## config.mk

```make
export PLATFORM = sky130hd
export DESIGN_NAME = four_digit_seven_segment_scan_flat
export DESIGN_NICKNAME = d
export VERILOG_FILES = /design/src/hw/rtl/fdss_pkg.sv /design/src/hw/rtl/fdss_in_if.sv /design/src/hw/rtl/fdss_out_if.sv /design/src/hw/rtl/fdss_front.sv /design/src/hw/rtl/fdss_queue.sv /design/src/hw/rtl/fdss_back.sv /design/src/hw/rtl/four_digit_seven_segment_scan.sv /design/src/flat_wrapper.sv
export SDC_FILE = /design/constraint.sdc
export NUM_CORES = 1
export LEC_CHECK = 0
export ABC_AREA = 1
export BUFFER_PORTS_ARGS = -buffer_cell sky130_fd_sc_hd__buf_2
export CORE_MARGIN = 2
export CORE_UTILIZATION = 30
export CTS_BUF_LIST = sky130_fd_sc_hd__clkbuf_16
export DETAILED_ROUTE_END_ITERATION = 10
export GPL_ROUTABILITY_DRIVEN = 0
export SETUP_SLACK_MARGIN = 0.4
export SLEW_MARGIN = 20
export SYNTH_ARGS = -nofsm -noshare
export SYNTH_HDL_FRONTEND = slang
export SYNTH_HIERARCHICAL = 1
export SYNTH_SLANG_ARGS = --single-unit
```

## constraint.sdc

```tcl
create_clock -name clk_i -period 6.28 [get_ports clk_i]
set_input_delay 1.884 -clock clk_i [delete_from_list [all_inputs] [get_ports clk_i]]
set_output_delay 1.884 -clock clk_i [all_outputs]
set_load 0.02 [all_outputs]
```

## src/hw/rtl/fdss_pkg.sv

```systemverilog
// Shared types, codes and the segment table of the four-digit display scanner.
package fdss_pkg;

  typedef logic [4:0] glyph_t;
  typedef logic [6:0] seg_t;

  localparam int unsigned NumDigits = 4;

  localparam glyph_t GlyphDash  = 5'd22;
  localparam glyph_t GlyphBlank = 5'd23;

  // Input opcodes; code 3 is not used
  typedef enum logic [1:0] {
    OP_LOAD_NUM  = 2'd0,
    OP_LOAD_DASH = 2'd1,
    OP_TICK      = 2'd2
  } op_e;

  typedef enum logic {
    CMD_LOAD = 1'b0,
    CMD_TICK = 1'b1
  } cmd_e;

  // Word passed from front to back through the queue
  typedef struct packed {
    cmd_e                         kind;
    glyph_t [NumDigits-1:0]       glyphs;
  } cmd_t;

  // Bit0 is segment a, bit6 is g; codes 23 and above are blank
  function automatic seg_t seg_pattern(glyph_t code);
    seg_t pat;
    unique case (code)
      5'd0:    pat = 7'h3F;
      5'd1:    pat = 7'h06;
      5'd2:    pat = 7'h5B;
      5'd3:    pat = 7'h4F;
      5'd4:    pat = 7'h66;
      5'd5:    pat = 7'h6D;
      5'd6:    pat = 7'h7D;
      5'd7:    pat = 7'h07;
      5'd8:    pat = 7'h7F;
      5'd9:    pat = 7'h6F;
      5'd10:   pat = 7'h77;
      5'd11:   pat = 7'h7C;
      5'd12:   pat = 7'h39;
      5'd13:   pat = 7'h5E;
      5'd14:   pat = 7'h79;
      5'd15:   pat = 7'h71;
      5'd16:   pat = 7'h76;
      5'd17:   pat = 7'h38;
      5'd18:   pat = 7'h37;
      5'd19:   pat = 7'h3E;
      5'd20:   pat = 7'h73;
      5'd21:   pat = 7'h5C;
      5'd22:   pat = 7'h40;
      default: pat = 7'h00;
    endcase
    return pat;
  endfunction

endpackage

```

## src/hw/rtl/fdss_in_if.sv

```systemverilog
// Input channel: opcode and value words with valid/ready.
interface fdss_in_if;
  logic               valid;
  logic               ready;
  logic [1:0]         op;
  logic signed [15:0] value;

  modport source (output valid, output op, output value, input ready);
  modport sink   (input valid, input op, input value, output ready);
endinterface

```

## src/hw/rtl/fdss_out_if.sv

```systemverilog
// Output channel: segment pattern and digit select words with valid/ready.
interface fdss_out_if;
  logic       valid;
  logic       ready;
  logic [6:0] segments;
  logic [3:0] digit_select;

  modport source (output valid, output segments, output digit_select, input ready);
  modport sink   (input valid, input segments, input digit_select, output ready);
endinterface

```

## src/hw/rtl/fdss_front.sv

```systemverilog
// Front end: accepts words, splits numbers into decimal glyphs, pushes commands.
module fdss_front (
  input  logic             clk_i,
  input  logic             rst_ni,
  fdss_in_if.sink          in_i,
  output logic             push_valid_o,
  input  logic             push_ready_i,
  output fdss_pkg::cmd_t   push_data_o
);

  // x / 10 for x below 1029
  function automatic logic [5:0] div10(logic [8:0] x);
    logic [16:0] prod;
    prod = 17'(x) * 17'd205;
    return prod[16:11];
  endfunction

  logic        s1_valid_q;
  logic [1:0]  op_q;
  logic        neg_q;
  logic [8:0]  q100_q;
  logic [6:0]  r100_q;

  logic        neg_d;
  logic [15:0] mag;
  logic [28:0] q100_prod;
  logic [8:0]  q100_d;
  logic [15:0] r100_full;
  logic        keep;

  logic [5:0]  q1000;
  logic [5:0]  q10000;
  logic [3:0]  thousands;
  logic [3:0]  hundreds;
  logic [3:0]  tens;
  logic [3:0]  units;
  logic [5:0]  tens_w;
  logic [9:0]  tmp_t;
  logic [9:0]  tmp_h;
  logic [9:0]  tmp_u;

  assign in_i.ready = !s1_valid_q || push_ready_i;

  // Stage 1: magnitude, then split into mag / 100 and mag % 100
  assign neg_d     = in_i.value[15];
  assign mag       = neg_d ? 16'(-in_i.value) : in_i.value;
  assign q100_prod = 29'(mag) * 29'd5243;
  assign q100_d    = q100_prod[27:19];
  assign r100_full = mag - 16'(q100_d) * 16'd100;
  assign keep      = (in_i.op == fdss_pkg::OP_LOAD_NUM) ||
                     (in_i.op == fdss_pkg::OP_LOAD_DASH) ||
                     (in_i.op == fdss_pkg::OP_TICK);

  always_ff @(posedge clk_i or negedge rst_ni) begin
    if (!rst_ni) begin
      s1_valid_q <= 1'b0;
    end else if (in_i.ready) begin
      s1_valid_q <= in_i.valid && keep;
    end
  end

  always_ff @(posedge clk_i) begin
    if (in_i.ready && in_i.valid) begin
      op_q   <= in_i.op;
      neg_q  <= neg_d;
      q100_q <= q100_d;
      r100_q <= r100_full[6:0];
    end
  end

  // Stage 2: narrow digit split
  always_comb begin
    q1000     = div10(q100_q);
    q10000    = div10(9'(q1000));
    tmp_t     = 10'(q1000) - 10'(q10000) * 10'd10;
    thousands = tmp_t[3:0];
    tmp_h     = 10'(q100_q) - 10'(q1000) * 10'd10;
    hundreds  = tmp_h[3:0];
    tens_w    = div10(9'(r100_q));
    tens      = tens_w[3:0];
    tmp_u     = 10'(r100_q) - 10'(tens_w) * 10'd10;
    units     = tmp_u[3:0];
  end

  always_comb begin
    push_valid_o = s1_valid_q;
    push_data_o.kind = (op_q == fdss_pkg::OP_TICK) ? fdss_pkg::CMD_TICK
                                                   : fdss_pkg::CMD_LOAD;
    if (op_q == fdss_pkg::OP_LOAD_NUM) begin
      push_data_o.glyphs[0] = neg_q ? fdss_pkg::GlyphDash : 5'(thousands);
      push_data_o.glyphs[1] = 5'(hundreds);
      push_data_o.glyphs[2] = 5'(tens);
      push_data_o.glyphs[3] = 5'(units);
    end else begin
      push_data_o.glyphs = {fdss_pkg::NumDigits{fdss_pkg::GlyphDash}};
    end
  end

endmodule

```

## src/hw/rtl/fdss_queue.sv

```systemverilog
// Two-word queue between front and back.
module fdss_queue (
  input  logic             clk_i,
  input  logic             rst_ni,
  input  logic             push_valid_i,
  output logic             push_ready_o,
  input  fdss_pkg::cmd_t   push_data_i,
  output logic             pop_valid_o,
  input  logic             pop_i,
  output fdss_pkg::cmd_t   pop_data_o
);

  fdss_pkg::cmd_t entry_q [2];
  logic           wr_ptr_q;
  logic           rd_ptr_q;
  logic [1:0]     count_q;
  logic           push;
  logic           pop;

  assign push_ready_o = (count_q != 2'd2);
  assign pop_valid_o  = (count_q != 2'd0);
  assign pop_data_o   = entry_q[rd_ptr_q];
  assign push         = push_valid_i && push_ready_o;
  assign pop          = pop_i && pop_valid_o;

  always_ff @(posedge clk_i or negedge rst_ni) begin
    if (!rst_ni) begin
      wr_ptr_q <= 1'b0;
      rd_ptr_q <= 1'b0;
      count_q  <= 2'd0;
    end else begin
      if (push) wr_ptr_q <= ~wr_ptr_q;
      if (pop)  rd_ptr_q <= ~rd_ptr_q;
      if (push && !pop) begin
        count_q <= count_q + 2'd1;
      end else if (pop && !push) begin
        count_q <= count_q - 2'd1;
      end
    end
  end

  always_ff @(posedge clk_i) begin
    if (push) entry_q[wr_ptr_q] <= push_data_i;
  end

endmodule

```

## src/hw/rtl/fdss_back.sv

```systemverilog
// Back end: holds the glyph buffer and scan position, drives the output register.
module fdss_back (
  input  logic             clk_i,
  input  logic             rst_ni,
  input  logic             cmd_valid_i,
  output logic             cmd_pop_o,
  input  fdss_pkg::cmd_t   cmd_i,
  fdss_out_if.source       out_o
);

  fdss_pkg::glyph_t [fdss_pkg::NumDigits-1:0] glyph_q;
  logic [1:0] scan_q;
  logic       out_valid_q;
  logic [6:0] seg_q;
  logic [3:0] sel_q;
  logic       is_tick;

  assign is_tick   = (cmd_i.kind == fdss_pkg::CMD_TICK);
  // loads never wait on the output side
  assign cmd_pop_o = cmd_valid_i && (!is_tick || !out_valid_q || out_o.ready);

  always_ff @(posedge clk_i or negedge rst_ni) begin
    if (!rst_ni) begin
      glyph_q     <= '0;
      scan_q      <= 2'd0;
      out_valid_q <= 1'b0;
    end else begin
      if (cmd_pop_o && !is_tick) begin
        glyph_q <= cmd_i.glyphs;
      end
      if (cmd_pop_o && is_tick) begin
        scan_q      <= scan_q + 2'd1;
        out_valid_q <= 1'b1;
      end else if (out_o.ready) begin
        out_valid_q <= 1'b0;
      end
    end
  end

  always_ff @(posedge clk_i) begin
    if (cmd_pop_o && is_tick) begin
      seg_q <= fdss_pkg::seg_pattern(glyph_q[scan_q]);
      sel_q <= ~(4'b0001 << scan_q);
    end
  end

  assign out_o.valid        = out_valid_q;
  assign out_o.segments     = seg_q;
  assign out_o.digit_select = sel_q;

endmodule

```

## src/hw/rtl/four_digit_seven_segment_scan.sv

```systemverilog
// Four-digit multiplexed seven-segment scanner: one word per clock in, a scan
// result one word per tick out. A word is taken every cycle while the two-word
// queue has room; a load-number word spends one register stage in the front end
// for its decimal split, crosses the queue and updates the glyph buffer in the
// back end, and a scan tick passes the front-end register and the queue before
// it loads the output register, from which the receiver takes its segments.
// Ticks wait only on the output register; loads and unused opcodes never
// produce an output word. After reset the display reads 0000 and scanning
// starts at the leftmost digit.
module four_digit_seven_segment_scan (
  input  logic        clk_i,
  input  logic        rst_ni,
  fdss_in_if.sink     in_i,
  fdss_out_if.source  out_o
);

  logic           push_valid;
  logic           push_ready;
  fdss_pkg::cmd_t push_data;
  logic           cmd_valid;
  logic           cmd_pop;
  fdss_pkg::cmd_t cmd_data;

  fdss_front u_front (
    .clk_i        (clk_i),
    .rst_ni       (rst_ni),
    .in_i         (in_i),
    .push_valid_o (push_valid),
    .push_ready_i (push_ready),
    .push_data_o  (push_data)
  );

  fdss_queue u_queue (
    .clk_i        (clk_i),
    .rst_ni       (rst_ni),
    .push_valid_i (push_valid),
    .push_ready_o (push_ready),
    .push_data_i  (push_data),
    .pop_valid_o  (cmd_valid),
    .pop_i        (cmd_pop),
    .pop_data_o   (cmd_data)
  );

  fdss_back u_back (
    .clk_i       (clk_i),
    .rst_ni      (rst_ni),
    .cmd_valid_i (cmd_valid),
    .cmd_pop_o   (cmd_pop),
    .cmd_i       (cmd_data),
    .out_o       (out_o)
  );

endmodule
```

## src/flat_wrapper.sv

```systemverilog
// flat-port wrapper written by rule: the top's interface ports become plain ports
module four_digit_seven_segment_scan_flat 
  (clk_i, rst_ni, in_i_valid, in_i_op, in_i_value, in_i_ready, out_o_valid, out_o_segments, out_o_digit_select, out_o_ready);
  fdss_in_if in_i_i ();
  fdss_out_if out_o_i ();
  input  logic clk_i;
  input  logic rst_ni;
  input wire logic [$bits(in_i_i.valid)-1:0] in_i_valid;
  input wire logic [$bits(in_i_i.op)-1:0] in_i_op;
  input wire logic [$bits(in_i_i.value)-1:0] in_i_value;
  output wire logic [$bits(in_i_i.ready)-1:0] in_i_ready;
  output wire logic [$bits(out_o_i.valid)-1:0] out_o_valid;
  output wire logic [$bits(out_o_i.segments)-1:0] out_o_segments;
  output wire logic [$bits(out_o_i.digit_select)-1:0] out_o_digit_select;
  input wire logic [$bits(out_o_i.ready)-1:0] out_o_ready;
  assign in_i_i.valid = in_i_valid;
  assign in_i_i.op = in_i_op;
  assign in_i_i.value = in_i_value;
  assign in_i_ready = in_i_i.ready;
  assign out_o_valid = out_o_i.valid;
  assign out_o_segments = out_o_i.segments;
  assign out_o_digit_select = out_o_i.digit_select;
  assign out_o_i.ready = out_o_ready;
  four_digit_seven_segment_scan u_core (.clk_i(clk_i), .rst_ni(rst_ni), .in_i(in_i_i), .out_o(out_o_i));
endmodule
```

==> results of run 1 <==
[routing by layer]
metal	share of wire, %	track usage (%)	routed length (µm)	vias up
li1	-	-	-	4610
met1	44	15.34	11160	4238
met2	52	23.46	13060	95
met3	2.2	1.518	549	23
met4	1.2	2.581	313	0
met5	0	0	0	-
[worst register-to-register path: stages, from the launching register on]
cell and delay, ps:
edfxtp_1 470, ha_4 320, inv_2 40, fa_1 490, fa_1 520, fa_1 510, inv_2 50, ha_4 250
a21oi_2 160, o21ai_2 90, or2_4 290, xor2_4 230, ha_4 250, fa_2 390, fa_2 570, ha_4 230
a21oi_4 150, buf_6 110, o21a_1 170, nand2_2 70, nand2_2 60, nand2_2 60, inv_2 70, ha_4 130
inv_4 30, ha_4 210, or2_4 220
[area by class of cell]
cell class / count / area (µm²) / area share [%]
multi-input combinational: 902 / 8865 / 57.13
inverter: 287 / 1117 / 7.200
tap: 525 / 656.9 / 4.233
sequential: 100 / 2863 / 18.45
clock buffer: 9 / 225.2 / 1.451
timing repair buffer: 233 / 1748 / 11.26
clock inverter: 7 / 42.54 / 0.2741
[final timing paths]
| path | startpoint | to | slack [ps] | depth (start not counted) |
|---|---|---|---|---|
| max | in_i_value[1] | u_core/u_front/r100_q[6] | -1730 | 34 |
| min | u_core/u_back/glyph_q[17] | u_core/u_back/glyph_q[17] | 510 | 1 |
| max reg2reg | u_core/u_front/q100_q[3] | u_core/u_queue/entry_q[1][2] | -100 | 26 |
| min reg2reg | u_core/u_back/glyph_q[17] | u_core/u_back/glyph_q[17] | 510 | 1 |
| max in group asynchronous | rst_ni | u_core/u_back/scan_q[1] | 4270 | 1 |
| min in group asynchronous | rst_ni | u_core/u_back/glyph_q[1] | 1570 | 1 |
[kinds of logic after synthesis]
group / Yosys count / synth area share, %
buffers and inverters: 299 / 9.869
xor gates and xnor gates: 48 / 3.583
and+or+nand+nor: 408 / 15.36
adders and majority gates: 328 / 40.90
muxes: 16 / 1.509
DFF: 100 / 23.97
AOI/OAI and AO/OA: 102 / 4.809
[repair_timing]
action / in CTS / in global routing
setup endpoints to repair: 20 / 20
resized for setup: 72 / 68
pin swaps: 57 / 37
buffers inserted: 26 / 14
hold endpoints to repair: 0 / 0
[flip-flops by register name, summed over array words and instances, names as in the netlist]
signal                            flops
u_core/u_back/glyph_q                20
u_core/u_back/out_o.digit_select      4
u_core/u_back/out_o.segments          7
u_core/u_back/out_o.valid             1
u_core/u_back/scan_q                  2
u_core/u_front/neg_q                  1
u_core/u_front/op_q                   2
u_core/u_front/push_valid_o           1
u_core/u_front/q100_q                 9
u_core/u_front/r100_q                 7
u_core/u_queue/count_q                2
u_core/u_queue/entry_q               42
u_core/u_queue/rd_ptr_q               1
u_core/u_queue/wr_ptr_q               1
[metrics by stage]
| stage | setup WS [ps] | util, % |
|---|---|---|
| 3_3_place_gp | -2240 | 36.08 |
| 5_1_grt | -2073 | 39.24 |
| 6_report | -1734 | 39.24 |
| 2_1_floorplan | -1797 | - |
| 4_1_cts | -1680 | 38.11 |
| 3_5_place_dp | -2326 | 36.08 |
[cell usage in the layout (no fill, tap or decap), types with 11 or more instances in the layout]
cell      count
ha_4         32
nand2_1     220
nand2_2      34
buf_6        15
xor2_1       24
o21ai_1      11
dfrtp_1      28
a21oi_1      34
inv_2        28
a21oi_2      15
nor2_1       46
buf_4       185
ha_1        191
nand4_1      12
inv_1       253
xnor2_1      12
nand3_1      38
edfxtp_1     72
buf_2        31
mux2_2       16
fa_1        100
==> results.cfg, run 1 <==
[floorplanning]
die_h_um = 203.5
rows = 73
io_pins = 35
fp.coreArea_um2 = 39550
start_util_pct = 30.20
die_area_um2 = 41420
fp.dieW_um = 203.5

[sta]
grt_setup_unrepaired = true
tightest_slew_ps = 942.3
fin_crit_ps = 8014
max_freq_mhz = 124.8
report.final.slew_viol_count = 0
tns_ps = -13740
setup_slack_ps = -1734
hold_viol_final = 0
setup_viol = 18
timing.final.crit_share_pct = 127.6
skew_ps = 6.285
whs_ps = 505.0
relSlewSlack_pct = 37.03

[clocking]
tritoncts = built
cts-buffers-inserted = 9
ctsLongestPathBuffers = 2
clock_tree.root_cell = clkbuf_16
cts_hold_buf = 0
h-tree-depth = 3
cts.clk_slew.worst_paths_ps = 70
cts_sinks = 100
clk_latency_ps = 350

[route]
wl_um = 25080
viasPerCell = 4.346
drt_iter0_markers = 325
drt_first_pass_iters = 5
wl_per_cell_um = 12.16
antenna_left = 0
vias = 8966
route.detailed.drc = 0

[placed_design]
place_hpwl_um = 20750
io_buffers = 34
dpl_cell_area_um2 = 14270
dp.cells = 2007

[synthesis]
synthArstFlopShare_pct = 28.00
yosysMostFrequentCell = inv_1
synth_top_area_share_pct = 23.47
synth_nets = 1651
netlist_instances = 1301
ys.warnings.count = 6
synth_edf_count = 72
synth.yosys.seq_area_share_pct = 23.97
yosys-top-cells-area = ha_1, edfxtp_1, fa_1, inv_1, nand2_1
synth_common_cells = inv_1, nand2_1, ha_1, fa_1, edfxtp_1
synth_cell_types = 48
yosys_register_bits = 100
yosys.area.top_type = ha_1
synth_ff_type = edfxtp_1
syn_avg_cell_area_um2 = 9.180
synth_area_um2 = 11940

[outcome]
status = finished with violations
violations = negative setup slack

[global_route]
grt_pass1_vias = 9406
grt_usage_pct = 12.53
antenna_found_initial = 0
grt-ovfl-total = 0
grt_pass1_wl_um = 42770
grt_max_degree = 29

[setup_path]
startpoint_type = primary input
worstPathArrival_ps = 8120
critPathTopFamily = adder cells
required_ps = 6380
cp_slowest_stage_delay_ps = 520
critPathKind = in -> reg
setup.worst_path.end_class = register
slowest_stage = fa_1
crit_fanout = 4
critPathBufInv = 8

[cells_and_area]
fill_cells = 3857
fin_area_um2 = 15520
final_nets = 1883
area_delta_synth_final_pct = 29.93
stdcell_count = 2063
diodes = 0
drive_gt1_share_pct = 30.30

[run]
cap_violations = 0

[min_path]
worstHoldPathType = reg -> reg
Power of run 1 is not shown: default switching activity piles up to over one toggle a cycle in this logic, so the estimate is an artifact.
==> run 2, diff against run 1 <==
BUFFER_PORTS_ARGS = -buffer_cell sky130_fd_sc_hd__clkbuf_2   (was -buffer_cell sky130_fd_sc_hd__buf_2)
SETUP_SLACK_MARGIN = 0.2   (was 0.4)
==> results.cfg, run 2 (synthesis gave the netlist of run 1 again) <==
[outcome]
status = finished with violations
violations = negative setup slack

[cells_and_area]
mostFrequentLayoutCell = inv_1
drive_gt1_share_pct = 32.24
final_cell_mix = inv_1, nand2_1, buf_4
regMostFlops = u_core/u_queue/entry_q
final_nets = 1899
diodes = 0
fill_cells = 3783
multi_input_area_um2 = 9109
fin_area_um2 = 15980
top_regs = u_core/u_queue/entry_q (42), u_core/u_back/glyph_q (20), u_core/u_front/q100_q (9)
stdcell_count = 2079
regArea_um2 = 2863
final_util_pct = 40.41
largest_reg_flops = 42
area_delta_synth_final_pct = 33.82

[run]
cap_violations = 0

[sta]
report.final.slew_viol_count = 0
setup_slack_ps = -1845
tightest_slew_ps = 904.0
fin_crit_ps = 8125
hold_viol_final = 0
timing.final.crit_share_pct = 129.4
skew_ps = 7.028
setup_viol = 14
relSlewSlack_pct = 39.59
grt_setup_unrepaired = true
max_freq_mhz = 123.1

[setup_path]
startpoint_type = primary input
required_ps = 6380
setup.worst_path.end_class = register
crit_fanout = 5
cp_slowest_stage_delay_ps = 590
slowest_stage = fa_2
worstPathArrival_ps = 8230
cp_common_cell = ha_4
critPathKind = in -> reg

[clocking]
h-tree-depth = 3
tritoncts = built
cts.clk_slew.worst_paths_ps = 70
clock_tree.root_cell = clkbuf_16
ctsLongestPathBuffers = 2
cts_sinks = 100
cts-buffers-inserted = 9
cts_hold_buf = 0
clk_latency_ps = 350

[route]
drt_first_pass_iters = 4
antenna_left = 0
wl_met2_um = 13370
top_layer = met4
vias = 9107
wl_um = 25600
wl_met1_um = 11450
wl_met3_um = 452
drt_iter0_markers = 231
route.detailed.drc = 0
viasPerCell = 4.380
wl_per_cell_um = 12.31

[floorplanning]
rows = 73
start_util_pct = 30.20
io_pins = 35
die_h_um = 203.5
fp.dieW_um = 203.5
die_area_um2 = 41420
fp.coreArea_um2 = 39550

[placed_design]
io_buffers = 34
place_hpwl_um = 20850
dp.cells = 2007
dpl_cell_area_um2 = 14270

[global_route]
grt_pass1_vias = 9677
grt_max_degree = 29
grt_pass1_wl_um = 43850
antenna_found_initial = 1
grt_usage_pct = 12.82
grt-ovfl-total = 0

[min_path]
worstHoldPathType = reg -> reg
[run 2: cell count changes in the layout (fill, tap and decap cells not counted), sizes merged]
cell      previous run  this run
bufinv               0         1
clkbuf               9        43
inv                292       291
clkinvlp             0         1
clkinv               2         1
buf                233       215
[run 2: path summary, 6_finish.rpt]
check                                         startpoint                           end  slack, ps  depth (start not counted)
worst max-delay path                       in_i_value[1]      u_core/u_front/r100_q[6]      -1850                         33
worst min register to register  u_core/u_back/glyph_q[8]      u_core/u_back/glyph_q[8]        510                          2
worst max register to register  u_core/u_front/q100_q[2]  u_core/u_queue/entry_q[1][2]         20                         27
max in group asynchronous                         rst_ni     u_core/u_back/out_o.valid       4220                          1
worst min-delay path            u_core/u_back/glyph_q[8]      u_core/u_back/glyph_q[8]        510                          2
min in group asynchronous                         rst_ni       u_core/u_back/scan_q[1]       1580                          1
[run 2: what timing repair did]
action | 4_1_cts | 5_1_grt
endpoints found under the setup margin | 20 | 20
pin swaps | 73 | 44
buffers inserted | 45 | 11
gates resized for setup | 115 | 72
[run 2: layer usage]
metal	vias up	GRT usage, %
met5	-	0
met4	0	2.998
met3	25	1.486
met2	79	24.37
met1	4363	15.30
li1	4640	-
[run 2: critical path: cells and delay by family]
family	cells	cell delay, ps
fa+ha+maj	9	3230
xor+xnor	4	610
buf+inv	7	610
simple gates	8	1210
compound gates	5	680
[run 2: layout make-up]
type / count / share of cell area, %
multi-input combinational: 902 / 57.00
clock buffer: 9 / 1.409
inverter: 287 / 7.007
tap: 525 / 4.110
sequential: 100 / 17.91
timing repair buffer: 249 / 12.14
clock inverter: 7 / 0.4228
[run 2: through the flow]
stage	setup WS, ps	TNS [ps]	hold slack [ps]
floorplan	-1797	-10880	467.0
global placement	-2264	-20440	488.9
detailed placement	-2431	-22460	501.3
CTS	-1769	-16120	517.6
global route	-2073	-20800	536.1
finish	-1845	-16620	512.7
Power of run 2 is left out for the same reason.
==> run 3, diff against run 2 <==
CAP_MARGIN = 20   (was unset)
CORE_UTILIZATION = 59   (was 30)
PLACE_DENSITY = 0.79   (was unset)
==> results.cfg, run 3 (synthesis gave the netlist of run 1 again) <==
[sta]
grt_setup_unrepaired = true
fin_crit_ps = 8392
setup_slack_ps = -2112
max_freq_mhz = 119.2
relSlewSlack_pct = 37.30
setup_viol = 18
tightest_slew_ps = 938.2
skew_ps = 8.388
timing.final.crit_share_pct = 133.6
report.final.slew_viol_count = 0
tns_ps = -19940
hold_viol_final = 0

[route]
wl_per_cell_um = 16.55
drt_first_pass_iters = 5
viasPerCell = 5.362
route.detailed.drc = 0
vias = 9684
drt_iter0_markers = 489
wl_um = 29890
antenna_left = 0

[floorplanning]
fp.coreArea_um2 = 20040
start_util_pct = 59.60
die_h_um = 146.3
fp.dieW_um = 146.3
io_pins = 35
rows = 52
die_area_um2 = 21400

[placed_design]
place_hpwl_um = 20760
io_buffers = 34
dpl_worst_slack_ps = -2372

[cells_and_area]
regMostFlops = u_core/u_queue/entry_q
final_util_pct = 76.52
largest_reg_flops = 42
area_delta_synth_final_pct = 28.39
drive_gt1_share_pct = 31.25
fill_cells = 1212
final_nets = 1881
mostFrequentLayoutCell = inv_1
diodes = 0
top_regs = u_core/u_queue/entry_q (42), u_core/u_back/glyph_q (20), u_core/u_front/q100_q (9)
final_cell_mix = inv_1, nand2_1, ha_1

[clocking]
ctsLongestPathBuffers = 2
tritoncts = built
cts.clk_slew.worst_paths_ps = 70
h-tree-depth = 3
clock_tree.root_cell = clkbuf_16
cts-buffers-inserted = 9
cts_sinks = 100
clk_latency_ps = 350
cts_hold_buf = 0

[setup_path]
crit_fanout = 6
setup.worst_path.end_class = register
startpoint_type = primary input
critPathKind = in -> reg
ff2ff_path_depth = 29
worstPathArrival_ps = 8490
critPathBufInv = 13
slowest_stage = fa_2
cp_slowest_stage_delay_ps = 590
critPathTopFamily = adder cells
path_depth = 36
required_ps = 6380

[run]
cap_violations = 0

[outcome]
status = finished with violations
violations = negative setup slack

[global_route]
grt_pass1_wl_um = 45610
grt_pass1_vias = 10180
grt_usage_pct = 26.08
grt_max_degree = 29
antenna_found_initial = 0
grt-ovfl-total = 0

[min_path]
worstHoldPathType = reg -> reg
worstHoldPathCells = 1
==> run 3: changes by cell type in the layout (fill, tap and decap cells not counted), sizes merged <==
cell	previous run	this run
buf	215	198
bufinv	1	0
clkbuf	43	42
inv	291	292
==> run 3: worst paths after layout <==
path	startpoint	end	slack [ps]
max	in_i_value[0]	u_core/u_front/r100_q[6]	-2110
min	u_core/u_back/glyph_q[13]	u_core/u_back/glyph_q[13]	510
max reg2reg	u_core/u_front/q100_q[0]	u_core/u_queue/entry_q[0][3]	-180
min reg2reg	u_core/u_back/glyph_q[13]	u_core/u_back/glyph_q[13]	510
max in group asynchronous	rst_ni	u_core/u_front/push_valid_o	4220
min in group asynchronous	rst_ni	u_core/u_back/glyph_q[4]	1590
==> run 3: routing by layer <==
| metal | global-route usage [%] | routed length [µm] | vias to the layer above |
|---|---|---|---|
| met5 | 0 | 0 | - |
| met4 | 9.903 | 1489 | 0 |
| met3 | 2.813 | 1120 | 120 |
| met2 | 50.68 | 16060 | 303 |
| met1 | 29.15 | 11220 | 4659 |
| li1 | - | - | 4602 |
==> run 3: final cells by class <==
type                    instances  area [µm²]  share of cell area, %
clock buffers                   9       225.2                  1.469
clock inverters                 7       47.55                 0.3101
inverters                     287        1124                  7.328
multi-input cells             902        8979                  58.56
flip-flops and latches        100        2863                  18.67
well taps                     270       337.8                  2.203
repair buffers                231        1758                  11.46
==> run 3: repair_timing <==
| action | 4_1_cts | 5_1_grt |
|---|---|---|
| resized for setup | 99 | 69 |
| pin swaps | 87 | 51 |
| endpoints found under the hold margin | 0 | 0 |
| setup endpoints to repair | 20 | 20 |
| gates cloned | 0 | 0 |
| setup buffers | 25 | 22 |
==> run 3: worst register-to-register path: cells and delay by family (launching register included) <==
kind | cells | cell delay [ps]
fa+ha+maj | 9 | 3450
simple gates | 14 | 1340
flops | 1 | 510
xor+xnor | 2 | 500
buf+inv | 3 | 280
compound gates | 1 | 130
==> run 3: per-stage QoR <==
stage | hold slack (ps) | cell area, µm² | instances
2_1_floorplan | 467.0 | 12340 | 1301
3_3_place_gp | 488.0 | 13880 | 1743
3_5_place_dp | 496.5 | 13880 | 1743
4_1_cts | 511.8 | 14830 | 1784
5_1_grt | 529.0 | 15330 | 1806
6_report | 512.1 | 15330 | 1806
Power of run 3 is left out for the same reason.
